<file path="config.mk">
export PLATFORM = sky130hd
export DESIGN_NAME = modbus_rtu_request_framer_core
export DESIGN_NICKNAME = d
export VERILOG_FILES = /design/src/rtl/mrf_pkg.sv /design/src/rtl/modbus_rtu_request_framer_core.sv /design/src/rtl/mrf_cell.sv /design/src/rtl/mrf_crc.sv
export SDC_FILE = /design/constraint.sdc
export NUM_CORES = 1
export LEC_CHECK = 0
export BUFFER_PORTS_ARGS = -buffer_cell sky130_fd_sc_hd__buf_4
export CAP_MARGIN = 10
export CORE_ASPECT_RATIO = 1.75
export CORE_MARGIN = 2
export CORE_UTILIZATION = 52
export CTS_CLUSTER_DIAMETER = 80
export DETAILED_ROUTE_END_ITERATION = 10
export GPL_TIMING_DRIVEN = 0
export PLACE_DENSITY_LB_ADDON = 0.3
export SYNTH_ARGS = -nofsm -noshare
export SYNTH_HDL_FRONTEND = slang
export SYNTH_SLANG_ARGS = --single-unit
</file>
<file path="constraint.sdc">
create_clock -name clk -period 3.5 [get_ports clk]
set_input_delay 0.175 -clock clk [delete_from_list [all_inputs] [get_ports clk]]
set_output_delay 0.175 -clock clk [all_outputs]
set_load 0.01 [all_outputs]
</file>
<file path="src/rtl/mrf_pkg.sv">
// ----------------------------------------------------------------------------
// Modbus RTU request framer package
// Shared types, constants and the CRC-16/MODBUS byte update.
// ----------------------------------------------------------------------------
package mrf_pkg;

    localparam int FRAME_LEN = 8;
    localparam int CRC_LEN   = 2;
    localparam int CNT_W     = $clog2(FRAME_LEN + 1);

    localparam logic [7:0]  FN_READ_HOLDING = 8'h03;
    localparam logic [7:0]  FN_WRITE_SINGLE = 8'h06;
    localparam logic [15:0] CRC_INIT        = 16'hFFFF;
    localparam logic [15:0] CRC_POLY        = 16'hA001;
    localparam logic        MODE_WRITE      = 1'b1;

    localparam int          ADDR_W         = 3;
    localparam logic        REG_SLAVE_ADDR = 1'b0;
    localparam logic [7:0]  SLAVE_RESET    = 8'h01;

    typedef struct packed {
        logic        mode;
        logic [15:0] reg_address;
        logic [15:0] qty_or_value;
    } req_t;

    typedef struct packed {
        logic [7:0] frame_byte;
        logic       last_byte;
    } beat_t;

    typedef struct packed {
        logic load;
        logic shift;
        logic inject;
    } cell_ctrl_t;

    function automatic logic [15:0] crc_add_byte(input logic [15:0] crc, input logic [7:0] b);
        logic [15:0] c;
        c = crc ^ {8'h00, b};
        for (int k = 0; k < 8; k++) begin
            if (c[0])
                c = (c >> 1) ^ CRC_POLY;
            else
                c = c >> 1;
        end
        return c;
    endfunction

endpackage

</file>
<file path="src/rtl/modbus_rtu_request_framer_core.sv">
// ----------------------------------------------------------------------------
// Modbus RTU request framer
// Turns each request into an eight-byte RTU frame with CRC-16/MODBUS.
// ----------------------------------------------------------------------------
// Each request beat yields eight frame beats, one per cycle while the output
// is not stalled. The frame sits in a row of eight byte cells that shift
// towards the output; the CRC is folded in one byte per beat as the first six
// bytes leave, and its two bytes are injected into the head cells as the
// sixth byte goes. The next request is taken in the cycle the final byte of
// the previous frame is accepted.
module modbus_rtu_request_framer_core (
    input  logic                             clk,
    input  logic                             rst_n,
    input  logic                             psel,
    input  logic                             penable,
    input  logic                             pwrite,
    input  logic [mrf_pkg::ADDR_W-1:0]       paddr,
    input  logic [31:0]                      pwdata,
    output logic [31:0]                      prdata,
    output logic                             pready,
    input  logic                             req_valid,
    output logic                             req_stall,
    input  mrf_pkg::req_t                    req,
    output logic                             frame_valid,
    input  logic                             frame_stall,
    output mrf_pkg::beat_t                   frame
);

    logic [7:0]                slave_reg;
    logic [7:0]                slave_next;
    logic [mrf_pkg::CNT_W-1:0] cnt_reg;
    logic [mrf_pkg::CNT_W-1:0] cnt_next;
    logic                      load;
    logic                      shift;
    logic                      inject;
    logic                      reg_sel;
    logic [15:0]               crc_next;
    logic [7:0]                load_bytes [mrf_pkg::FRAME_LEN];
    logic [7:0]                cell_bytes [mrf_pkg::FRAME_LEN + 1];
    logic                      cell_lasts [mrf_pkg::FRAME_LEN + 1];

    assign pready  = 1'b1;
    assign reg_sel = (paddr[mrf_pkg::ADDR_W-1] == mrf_pkg::REG_SLAVE_ADDR);
    assign prdata  = reg_sel ? {24'h000000, slave_reg} : 32'h00000000;

    always_comb
    begin
        slave_next = slave_reg;
        if (psel && penable && pwrite && reg_sel)
            slave_next = pwdata[7:0];
    end

    assign frame_valid = (cnt_reg != '0);
    assign shift       = frame_valid && !frame_stall;
    assign req_stall   = !((cnt_reg == '0) ||
                           ((cnt_reg == mrf_pkg::CNT_W'(1)) && !frame_stall));
    assign load        = req_valid && !req_stall;
    assign inject      = (cnt_reg == mrf_pkg::CNT_W'(mrf_pkg::CRC_LEN + 1));

    always_comb
    begin
        cnt_next = cnt_reg;
        if (load)
            cnt_next = mrf_pkg::CNT_W'(mrf_pkg::FRAME_LEN);
        else if (shift)
            cnt_next = cnt_reg - mrf_pkg::CNT_W'(1);
    end

    always_ff @(posedge clk or negedge rst_n)
    begin
        if (!rst_n)
        begin
            slave_reg <= mrf_pkg::SLAVE_RESET;
            cnt_reg   <= '0;
        end
        else
        begin
            slave_reg <= slave_next;
            cnt_reg   <= cnt_next;
        end
    end

    always_comb
    begin
        for (int i = 0; i < mrf_pkg::FRAME_LEN; i++)
            load_bytes[i] = 8'h00;
        load_bytes[0] = slave_reg;
        load_bytes[1] = (req.mode == mrf_pkg::MODE_WRITE) ? mrf_pkg::FN_WRITE_SINGLE
                                                           : mrf_pkg::FN_READ_HOLDING;
        load_bytes[2] = req.reg_address[15:8];
        load_bytes[3] = req.reg_address[7:0];
        load_bytes[4] = req.qty_or_value[15:8];
        load_bytes[5] = req.qty_or_value[7:0];
    end

    mrf_crc u_crc (
        .clk        (clk),
        .rst_n      (rst_n),
        .init       (load),
        .update     (shift && (cnt_reg > mrf_pkg::CNT_W'(mrf_pkg::CRC_LEN))),
        .data_byte  (cell_bytes[0]),
        .crc_next_q (crc_next)
    );

    assign cell_bytes[mrf_pkg::FRAME_LEN] = 8'h00;
    assign cell_lasts[mrf_pkg::FRAME_LEN] = 1'b0;

    genvar g;
    generate
        for (g = 0; g < mrf_pkg::FRAME_LEN; g++)
        begin : g_cell
            mrf_pkg::cell_ctrl_t cctrl;
            logic [7:0]          inj;

            assign cctrl.load   = load;
            assign cctrl.shift  = shift;
            assign cctrl.inject = inject && (g < mrf_pkg::CRC_LEN);
            assign inj          = crc_next[(g % mrf_pkg::CRC_LEN) * 8 +: 8];

            mrf_cell u_cell (
                .clk         (clk),
                .ctrl        (cctrl),
                .load_byte   (load_bytes[g]),
                .load_last   (g == mrf_pkg::FRAME_LEN - 1),
                .inject_byte (inj),
                .shift_byte  (cell_bytes[g + 1]),
                .shift_last  (cell_lasts[g + 1]),
                .byte_q      (cell_bytes[g]),
                .last_q      (cell_lasts[g])
            );
        end
    endgenerate

    assign frame.frame_byte = cell_bytes[0];
    assign frame.last_byte  = cell_lasts[0];

endmodule

</file>
<file path="src/rtl/mrf_cell.sv">
// ----------------------------------------------------------------------------
// Frame byte cell
// One byte of the outgoing frame; loads, shifts towards the head or takes
// an injected CRC byte.
// ----------------------------------------------------------------------------
module mrf_cell (
    input  logic                clk,
    input  mrf_pkg::cell_ctrl_t ctrl,
    input  logic [7:0]          load_byte,
    input  logic                load_last,
    input  logic [7:0]          inject_byte,
    input  logic [7:0]          shift_byte,
    input  logic                shift_last,
    output logic [7:0]          byte_q,
    output logic                last_q
);

    logic [7:0] byte_reg;
    logic [7:0] byte_next;
    logic       last_reg;
    logic       last_next;

    always_comb
    begin
        byte_next = byte_reg;
        last_next = last_reg;
        if (ctrl.load)
        begin
            byte_next = load_byte;
            last_next = load_last;
        end
        else if (ctrl.shift)
        begin
            byte_next = ctrl.inject ? inject_byte : shift_byte;
            last_next = shift_last;
        end
    end

    always_ff @(posedge clk)
    begin
        byte_reg <= byte_next;
        last_reg <= last_next;
    end

    assign byte_q = byte_reg;
    assign last_q = last_reg;

endmodule

</file>
<file path="src/rtl/mrf_crc.sv">
// ----------------------------------------------------------------------------
// CRC-16/MODBUS accumulator
// Folds in one frame byte per beat as it leaves the head of the chain.
// ----------------------------------------------------------------------------
module mrf_crc (
    input  logic        clk,
    input  logic        rst_n,
    input  logic        init,
    input  logic        update,
    input  logic [7:0]  data_byte,
    output logic [15:0] crc_next_q
);

    logic [15:0] crc_reg;
    logic [15:0] crc_next;
    logic [15:0] crc_step;

    assign crc_step = mrf_pkg::crc_add_byte(crc_reg, data_byte);

    always_comb
    begin
        crc_next = crc_reg;
        if (init)
            crc_next = mrf_pkg::CRC_INIT;
        else if (update)
            crc_next = crc_step;
    end

    always_ff @(posedge clk or negedge rst_n)
    begin
        if (!rst_n)
            crc_reg <= mrf_pkg::CRC_INIT;
        else
            crc_reg <= crc_next;
    end

    assign crc_next_q = crc_step;

endmodule
</file>
======== After elaboration in Yosys (flattened, before gate mapping) ========
Cells that the tools add are included.
storage, ports and cells
  flip-flop bits (word level) ............. 84
  output and inout bits ................... 44
  word-level logic and storage cells ...... 73
cells by class
  add/sub/neg operators ................... 1
  magnitude comparators ................... 1
  eq/ne operators ......................... 2
  multiplexer cells ....................... 28
  bitwise logic cells ..................... 10
  reduce and logical (&&, ||, !) cells .... 14
operator list
  cell                 count
  $mux 16              10
  $mux 8               15
  $not 2->3            8
  $xor 16x8->16        1
  $mux 4               2
  $logic_and 1x1->1    7
  $eq 4x1->1 const B   1
  $eq 4x2->1 const B   1
  $gt 4x2->1 const B   1
  $logic_not 4->1      1
  $reduce_bool 2->1    2
  $reduce_bool 4->1    1
  $sub 4x1->4 const B  1
  $mux 3               1
  $logic_not 1->1      2
  $logic_or 1x1->1     1
  $not 1->1            1

======== Logic depth before layout (Yosys ltp) ========
Gate-level depths: netlist (run 1).
  depth after elaboration ................. 20
  depth in mapped cells ................... 9
  mapped depth without buffers ............ 8

======== Cells and area by module ========
A second synthesis (run 1) with hierarchy kept.
second synthesis, totals
  cells, all modules ...................... 484
  area total of the unflattened synthesis .. 5724.2 µm²
modules (own cells, without submodules)
  module                          times used  cells an instance  area an instance (µm²)  sequential area each (µm²)
  mrf_cell                        8           38                 486.7                   270.3
  mrf_crc                         1           92                 967.2                   420.4
  modbus_rtu_request_framer_core  1           88                 863.3                   301.5

======== Worst setup path before layout (run 1) ========
No wires, ideal clock.
  path type ............................... reg2reg
  start ................................... reg cnt_reg[1] (netlist bit)
  end ..................................... reg g_cell[0].u_cell.byte_reg[0] (enable)
  arrival ................................. 2.582 ns
  required time ........................... 2.917 ns
  slack ................................... 0.335 ns
  cell stages (with the launch flop) ...... 9
  buffers on the path ..................... 2
  path through ............................ dfrtp_1 inv_1 ha_1 nor2b_1 o21ai_1 or2_2 clkbuf_1 buf_1 nand2_1
on the way
  word-level cells in the longest chain between the ends .. 5
  elaborated cells on any way between the ends .. 8
  those cells by class .................... 1 x eq/ne; 7 x reduce/logical
ends and longest elaborated chain
  item                           line                                  RTL
  start: declaration             modbus_rtu_request_framer_core.sv:31  logic [mrf_pkg::CNT_W-1:0] cnt_reg;
  start signal: assignment       modbus_rtu_request_framer_core.sv:79  cnt_reg <= cnt_next;
  $eq 4x1->1                     modbus_rtu_request_framer_core.sv:56  ((cnt_reg == mrf_pkg::CNT_W'(1)) && !frame_stall));
  $logic_and 1x1->1              modbus_rtu_request_framer_core.sv:56
  $logic_or 1x1->1               modbus_rtu_request_framer_core.sv:55  assign req_stall = !((cnt_reg == '0) ||
  $logic_and 1x1->1              modbus_rtu_request_framer_core.sv:57  assign load = req_valid && !req_stall;
  $reduce_bool 2->1 (no line) *  --
  end signal: assignment         mrf_cell.sv:41                        byte_reg <= byte_next;
  end: declaration               mrf_cell.sv:18                        logic [7:0] byte_reg;
Mark *: on every way between the ends. The rest lies on a longest branch, timed or not.
A chain may end at the register's enable or synchronous reset.

======== Worst setup path after layout (run 1) ========
  start ................................... reg cnt_reg[1] (netlist bit)
  end ..................................... reg g_cell[4].u_cell.byte_reg[5] (enable)
on the way
  word-level cells in the longest chain between the ends .. 5
  elaborated cells on any way between the ends .. 8
  those cells by class .................... 1 x eq/ne; 7 x reduce/logical
ends and longest elaborated chain
  item                           line
  $eq 4x1->1                     modbus_rtu_request_framer_core.sv:56
  $logic_and 1x1->1              modbus_rtu_request_framer_core.sv:56
  $logic_or 1x1->1               modbus_rtu_request_framer_core.sv:55
  $logic_and 1x1->1              modbus_rtu_request_framer_core.sv:57
  $reduce_bool 2->1 (no line) *  --
  end signal: assignment         mrf_cell.sv:41
  end: declaration               mrf_cell.sv:18
Marks and branches as above.

==> key figures, run 1 <==
Run status
  – Status: complete, no violations

Synthesis
  – Main combinational cell family by area after synthesis: simple AND/OR/NAND/NOR gates
  – Synth Area in Compound Gates: approximately 7%
  – Yosys cell types: 36
  – Mapped Avg Cell Area: between 10 and 15 um2
  – Netlist Area Pre-Place: 0.004089 mm2
  – Post-Synth XOR/XNOR Area: under 10%
  – Post-synthesis adder-cell area fraction: under 10%
  – Multiplexer share of the synthesized area: around 3.4%
  – YS warnings: 0
  – #FFs+latches synth: 84
  – Post-synthesis sequential area ratio: approximately 57%
  – Syn Inst Count: 397
  – Simple-gate area share of the yosys netlist: between 10% and 20%

Detailed routing
  – Routed wire length: between 8000 and 9000 um
  – Met2 wire len: about 4800 um
  – Pre-Repair DR Iteration Count: 5
  – Max layer used: met4
  – Vias: between 2,000 and 3,000
  – DRT met1 WL: roughly 3200 um
  – Drc violations: 0
  – Post-DR vias/cell: 5.010
  – Drt first-iter violations: about 180
  – Routed Antenna Nets: 0
  – WL/cell: 14.47 um
  – Routed met3 length: around 370 um

Setup path
  – CP arrival: slightly above 3000 ps
  – Critical path required time: 3580 ps
  – R2R depth: 9
  – R2r startpoint: cnt_reg[1]$_DFFE_PN0P_
  – Reg-to-reg endpoint: g_cell[4].u_cell.byte_q[5]$_DFFE_PP_
  – Startpoint Class: flop
  – CP startpoint: cnt_reg[1]$_DFFE_PN0P_
  – Reg2Reg Setup Slack: 500 ps
  – CP Max Fanout: 36
  – Kind of critical path: flop to flop
  – Worst Setup End Kind: flop
  – End of the critical path: g_cell[4].u_cell.byte_q[5]$_DFFE_PP_

CTS
  – Bufs on Longest Clock Path: 2
  – H-tree depth: 3
  – Clock transition at path regs: about 60 ps
  – Clk sink count: 84
  – Post-CTS Resized: 0
  – Setup Fix Bufs, Post-CTS: 0
  – Hold-fix buffers, CTS: 1
  – CTS tree: built
  – Root Driver: clkbuf_16
  – CTS buffer count: 9
  – Worst skew pair latency: 340 ps

Placement
  – Place WS: 491.0 ps
  – Placed instance area: roughly 0.0048 mm2
  – DP HPWL: about 6100 um
  – I/O Buffers: 67
  – GPL Wtd Cong: 0.8267

GRT
  – Maximum number of pins on one net before global-route repair: 37
  – Total track usage: a little over a fifth
  – Grt ovf: 0
  – Antenna violations before repair: 0
  – First-pass GRT wire length: between 10,000 and 15,000 um
  – Vias in the first global route: ~3,000

Die
  – Core Footprint: 0.007620 mm2
  – IO Count: 119
  – Die ar.: 0.008616 mm2
  – Row count: 42
  – Die Height: about 120 um
  – Die width: between 70 and 80 um
  – Starting density of the core: between 50% and 60%

Cells and area
  – Commonest non-fill, non-tap cell in the layout: nand2_1
  – Ant. Diodes: 0
  – Final nets: about 580
  – Layout fillers: a little over 600
  – Final core utilization: around two thirds
  – Area delta synth->final: 25.43%
  – Commonest non-fill, non-tap cells in the layout: 123 x nand2_1, 101 x buf_4, 48 x edfxtp_1
  – Layout cell share with drive strength beyond 1: 28.91%
  – Max reg flops: 48
  – Fin area: between 0.005 and 0.006 mm2

STA
  – Setup Skew: 5.147 ps
  – Slew Viols, Final: 0
  – Slew Limit Headroom: between 50% and 60%
  – RSZ-0062 raised after global routing: no
  – Hold Vio Cnt, Final: 0
  – Final hold slack: around 55 ps
  – Final WS setup: between 500 and 600 ps
  – Setup TNS: 0 ps
  – Final period util: 85.69%
  – Final-report setup violation count: 0
  – Tmin final: 2999 ps
  – Slew @ Worst Pin: 743.8 ps
  – Fmax: about 0.33 GHz

Pwr
  – P_leak: between 2 and 2.5 nW
  – Worst IR drop on VDD: slightly below 0.8 mV
  – PD cells: just over 1000 mW/mm2

Min path
  – Hold Path Class: input port to flop

Job
  – Max Cap Viol: 0
==> Yosys cell counts, drive strengths merged <==
cell type,count,share of area [%]
xnor2,21,5.2
or4,1,0.18
a21o,1,0.18
buf,37,6.5
dfxtp,8,3.9
xor2,3,0.64
a21oi,14,1.7
and2,9,1.4
mux2i,5,1.2
a31oi,5,0.76
and3,1,0.15
nor2,16,1.5
nand2,124,11
nor2b,9,1.4
o31ai,1,0.18
conb,2,0.18
nand2b,2,0.31
ha,4,1.2
o21ai,7,0.86
nand4,1,0.15
dfrtp,11,6.7
clkbuf,15,1.4
dfstp,17,11
nand4b,1,0.21
mux2,8,2.2
or2,1,0.15
nor4,1,0.15
a211oi,6,1.1
edfxtp,48,35
nand3,1,0.12
or3,1,0.15
inv,4,0.37
o211ai,12,2.2
==> how the worst min path moves through the flow <==
| stage | startpoint | slack (ps) | cells past startpoint | endpoint |
|---|---|---|---|---|
| after global routing | frame_stall | 70 | 2 | cnt_reg[2]$_DFFE_PN0P_ |
| after floorplan | rst_n | -120 | 0 | cnt_reg[0]$_DFFE_PN0P_ |
| after CTS | frame_stall | 50 | 2 | cnt_reg[2]$_DFFE_PN0P_ |
| final | frame_stall | 60 | 2 | cnt_reg[2]$_DFFE_PN0P_ |
| after detailed placement | rst_n | 120 | 1 | cnt_reg[2]$_DFFE_PN0P_ |
| after global placement | rst_n | 110 | 1 | cnt_reg[2]$_DFFE_PN0P_ |
==> cell type report <==
class                      instances  area, um2  area share, %
multi-input combinational        280       1516          29.57
inverter                           4      15.01         0.2928
buffer                            52      322.8          6.294
clock inverter                     1      30.03         0.5855
timing repair buffer              69      533.0          10.39
sequential                        84       2323          45.30
tap                               88      110.1          2.147
clock buffer                      15      277.8          5.416
==> worst max-delay path, stage by stage (launching register included) <==
cell and delay [ps]:
dfrtp_1 410, inv_1 100, ha_1 180, nor2b_1 130, o21ai_1 190, or2_2 180
clkbuf_1 380, buf_1 480, nand2_2 370, buf_12 300
==> power by group <==
part	switching (W)	total [W]	internal, W
registers	0.000222	0.00190	0.00167
clock network	0.000360	0.000972	0.000612
logic	0.00135	0.00244	0.00109
==> per-stage QoR <==
| stage | power (W) | instances |
|---|---|---|
| floorplan | 0.003702 | 420 |
| global placement | 0.004215 | 575 |
| detailed placement | 0.004306 | 576 |
| CTS | 0.005312 | 593 |
| global route | 0.005616 | 593 |
| finish | 0.005305 | 593 |
==> cell families after synthesis <==
group	count (synthesis)
buf+inv	56
simple gates	168
fa+ha+maj	4
compound gates	46
mux	13
flops	84
other cells	2
xor+xnor	24
==> layer usage <==
layer  global-route usage, %  up-vias
li1                        -     1470
met1                   24.15     1403
met2                   38.08       84
met3                   3.322       14
met4                   11.32        0
met5                       0        -
No activity file was read; power rests on OpenSTA's default activity.
==> run 2: changes to the inputs <==
--- a/config.mk
+++ b/config.mk
@@ -7,13 +7,15 @@
 export LEC_CHECK = 0
 export BUFFER_PORTS_ARGS = -buffer_cell sky130_fd_sc_hd__buf_4
 export CAP_MARGIN = 10
+export CELL_PAD_IN_SITES_DETAIL_PLACEMENT = 1
+export CELL_PAD_IN_SITES_GLOBAL_PLACEMENT = 2
 export CORE_ASPECT_RATIO = 1.75
 export CORE_MARGIN = 2
-export CORE_UTILIZATION = 52
+export CORE_UTILIZATION = 32
 export CTS_CLUSTER_DIAMETER = 80
 export DETAILED_ROUTE_END_ITERATION = 10
 export GPL_TIMING_DRIVEN = 0
-export PLACE_DENSITY_LB_ADDON = 0.3
+export PLACE_DENSITY_LB_ADDON = 0.15
 export SYNTH_ARGS = -nofsm -noshare
 export SYNTH_HDL_FRONTEND = slang
 export SYNTH_SLANG_ARGS = --single-unit
==> run 2 against run 1 <==
  * Worst hold slack improved by 5.7 ps
  * Flip-flop and latch count is the same
  * Clock skew up 0.86 ps
  * First-iteration DRC count decreased by 45%
  * Via count increased by 1.7%
  * Worst setup slack got worse by 130 ps
  * Utilization fell by 25 points
  * Cell area up 2.0%
  * Clock power is 1% higher
  * Count of clock-buffer cells in the layout decreased by 2
  * Critical path depth shrank 1
  * Cell count increased by 13%
==> key figures, run 2 (synthesis gave the netlist of run 1 again) <==
Cells and area
  – Ant. Diodes: 0 (unchanged)
  – Max reg flops: 48 (unchanged)
  – Commonest non-fill, non-tap cells in the layout: 123 x nand2_1, 101 x buf_4, 48 x edfxtp_1
  – FF+latch area: 0.002323 mm2 (unchanged)
  – Area delta synth->final: 27.94%
  – Final nets: 579 (unchanged)
  – Area of the multi-input gates: 0.001521 mm2 (+0.33%)
  – Layout cell share with drive strength beyond 1: 29.11% (+0.20 points)
  – Layout fillers: 1,418 (+130%)
  – Commonest non-fill, non-tap cell in the layout: nand2_1
  – Fin cells: 673 (+13%)

STA
  – Fmax: 0.3199 GHz (-4.1%)
  – Hold Vio Cnt, Final: 0 (unchanged)
  – Slew Limit Headroom: 49.57% (-0.85 points)
  – Slew Viols, Final: 0 (unchanged)
  – Setup TNS: 0 ps (unchanged)
  – Final period util: 89.32% (+3.6 points)
  – Tmin final: 3126 ps (+127.1 ps)
  – Final-report setup violation count: 0 (unchanged)
  – Slew @ Worst Pin: 756.5 ps (+12.73 ps)
  – RSZ-0062 raised after global routing: no
  – Setup Skew: 6.005 ps (+0.8585 ps)

Setup path
  – Crit-path cells: inv_1 -> ha_1 -> o21ai_1 -> or2_2 -> clkbuf_1 -> buf_1 -> nand2_4 -> buf_12
  – Kind of critical path: flop to flop
  – CP max stage cell: buf_1
  – Startpoint Class: flop
  – CP Max Fanout: 29 (-19%)
  – Critical path required time: 3590 ps (about the same)
  – CP max stage delay: 540 ps (+60 ps)
  – CP arrival: 3210 ps (+130 ps)
  – Worst Setup End Kind: flop

Pwr
  – Comb pwr share: 46.3% (+0.4 points)
  – Worst IR drop on VDD: 0.4674 mV (-39%)
  – Switching power: 0.002011 W (+4.3%)
  – Seq pwr share: 35.4% (-0.3 points)
  – PD cells: 1027 mW/mm2 (-0.75%)
  – P_leak: 2.288 nW (-0.30%)
  – Internal: 0.003359 W (-0.51%)
  – Net Sw Frac: 37.45% (+1.1 points)
  – Clock share of power: 18.3% (about the same)

GRT
  – Vias in the first global route: 3,254 (+10%)
  – Antenna violations before repair: 0 (unchanged)
  – Total track usage: 16.32% (-5.1 points)
  – Grt ovf: 0 (unchanged)
  – First-pass GRT wire length: 16,630 um (+19%)
  – Maximum number of pins on one net before global-route repair: 30 (-19%)

Detailed routing
  – Drt first-iter violations: 100 (-45%)
  – Routed Antenna Nets: 0 (unchanged)
  – Vias: 3,022 (+1.7%)
  – Post-DR vias/cell: 4.490 (-10%)
  – Drc violations: 0 (unchanged)
  – Pre-Repair DR Iteration Count: 4 (-1)
  – Routed wire length: 10,350 um (+21%)
  – WL/cell: 15.38 um (+6.3%)

CTS
  – CTS tree: built
  – Worst skew pair latency: 340 ps (about the same)
  – Clock transition at path regs: 60 ps (about the same)
  – H-tree depth: 3 (unchanged)
  – Root Driver: clkbuf_16
  – CTS buffer count: 9 (unchanged)
  – Bufs on Longest Clock Path: 2 (unchanged)
  – Clk sink count: 84 (unchanged)

Placement
  – GPL Wtd Cong: 0.7783 (-5.9%)
  – I/O Buffers: 67 (unchanged)
  – DP HPWL: 7457 um (+22%)
  – Placed Cells: 656 (+14%)

Die
  – Core Footprint: 0.01250 mm2 (+64%)
  – Die ar.: 0.01373 mm2 (+59%)
  – Starting density of the core: 32.71% (-21 points)
  – Die Height: 153.5 um (+27%)
  – Die width: 89.45 um (+26%)
  – IO Count: 119 (unchanged)
  – Row count: 54 (+29%)

Min path
  – Hold Path Class: input port to flop

Job
  – Max Cap Viol: 0 (unchanged)

Run status
  – Status: complete, no violations
-- run 2: changes by cell type in the layout (fill, tap and decap cells not counted) --
| cell | delta |
|---|---|
| nand2_2 | -1 |
| clkinvlp_4 | +2 |
| nand2_4 | +1 |
| clkbuf_8 | -1 |
| clkbuf_1 | -1 |
-- run 2: area by class of cell --
cell class              instances  area share [%]
repair buffers                 69           10.19
inverters                       4          0.2870
clock buffers                  13           4.975
multi-input cells             280           29.08
plain buffers                  52           6.171
flip-flops and latches         84           44.42
clock inverters                 3          0.8610
well taps                     168           4.018
-- run 2: final timing paths --
check	cells after the start	end	slack [ps]	from
setup / recovery	8	g_cell[0].u_cell.byte_q[0]$_DFFE_PP_	370	cnt_reg[0]$_DFFE_PN0P_
hold / removal	2	slave_reg[4]$_DFFE_PN0P_	60	pwdata[4]
setup reg to reg	8	g_cell[0].u_cell.byte_q[0]$_DFFE_PP_	370	cnt_reg[0]$_DFFE_PN0P_
hold reg to reg	2	g_cell[7].u_cell.last_q$_SDFFE_PP1P_	450	g_cell[7].u_cell.last_q$_SDFFE_PP1P_
max in group asynchronous	2	u_crc.crc_reg[12]$_DFFE_PN1P_	2870	rst_n
min in group asynchronous	2	cnt_reg[3]$_DFFE_PN0P_	300	rst_n
-- run 2: stage by stage --
step | hold slack [ps] | worst slack [ps] | total power (W) | util [%] | area [um2]
after floorplan | -120.6 | 335.0 | 0.003702 | - | 4175
after global routing | 61.90 | 35.74 | 0.005780 | 41.85 | 5231
final | 60.76 | 373.8 | 0.005370 | 41.85 | 5231
after CTS | 56.44 | 104.5 | 0.005441 | 41.81 | 5226
after detailed placement | 130.7 | 129.2 | 0.004419 | 39.29 | 4911
after global placement | 123.8 | -879.6 | 0.004333 | 39.11 | 4888
-- run 2: repair_timing --
action | CTS | global route
hold endpoints to repair | 11 | 0
setup buffers | 0 | 0
setup endpoints to repair | 0 | 29
resized for setup | 0 | 1
hold buffers | 1 | 0
-- run 2: critical path: cells and delay by family (launching register included) --
| kind | cells | cell delay, ps |
|---|---|---|
| AOI/OAI and AO/OA | 1 | 240 |
| adders and majority gates | 1 | 270 |
| buffers and inverters | 4 | 1340 |
| DFF | 1 | 420 |
| and+or+nand+nor | 2 | 550 |
-- run 2: routing by layer --
layer / global-route usage [%] / vias up / wire [um]
li1: - / 1473 / -
met1: 18.39 / 1465 / 3883
met2: 28.54 / 66 / 5730
met3: 3.006 / 18 / 416
met4: 8.031 / 0 / 318
met5: 0 / - / 0
-- run 2: power groups by stage --
| stage | clock network (W) | logic (W) | registers, W |
|---|---|---|---|
| finish | 0.000982 | 0.00249 | 0.00190 |
| global route | 0.00104 | 0.00278 | 0.00195 |
| CTS | 0.00100 | 0.00253 | 0.00191 |
| detailed placement | 0 | 0.00249 | 0.00193 |
| global placement | 0 | 0.00242 | 0.00191 |
| floorplan | 0 | 0.00185 | 0.00186 |
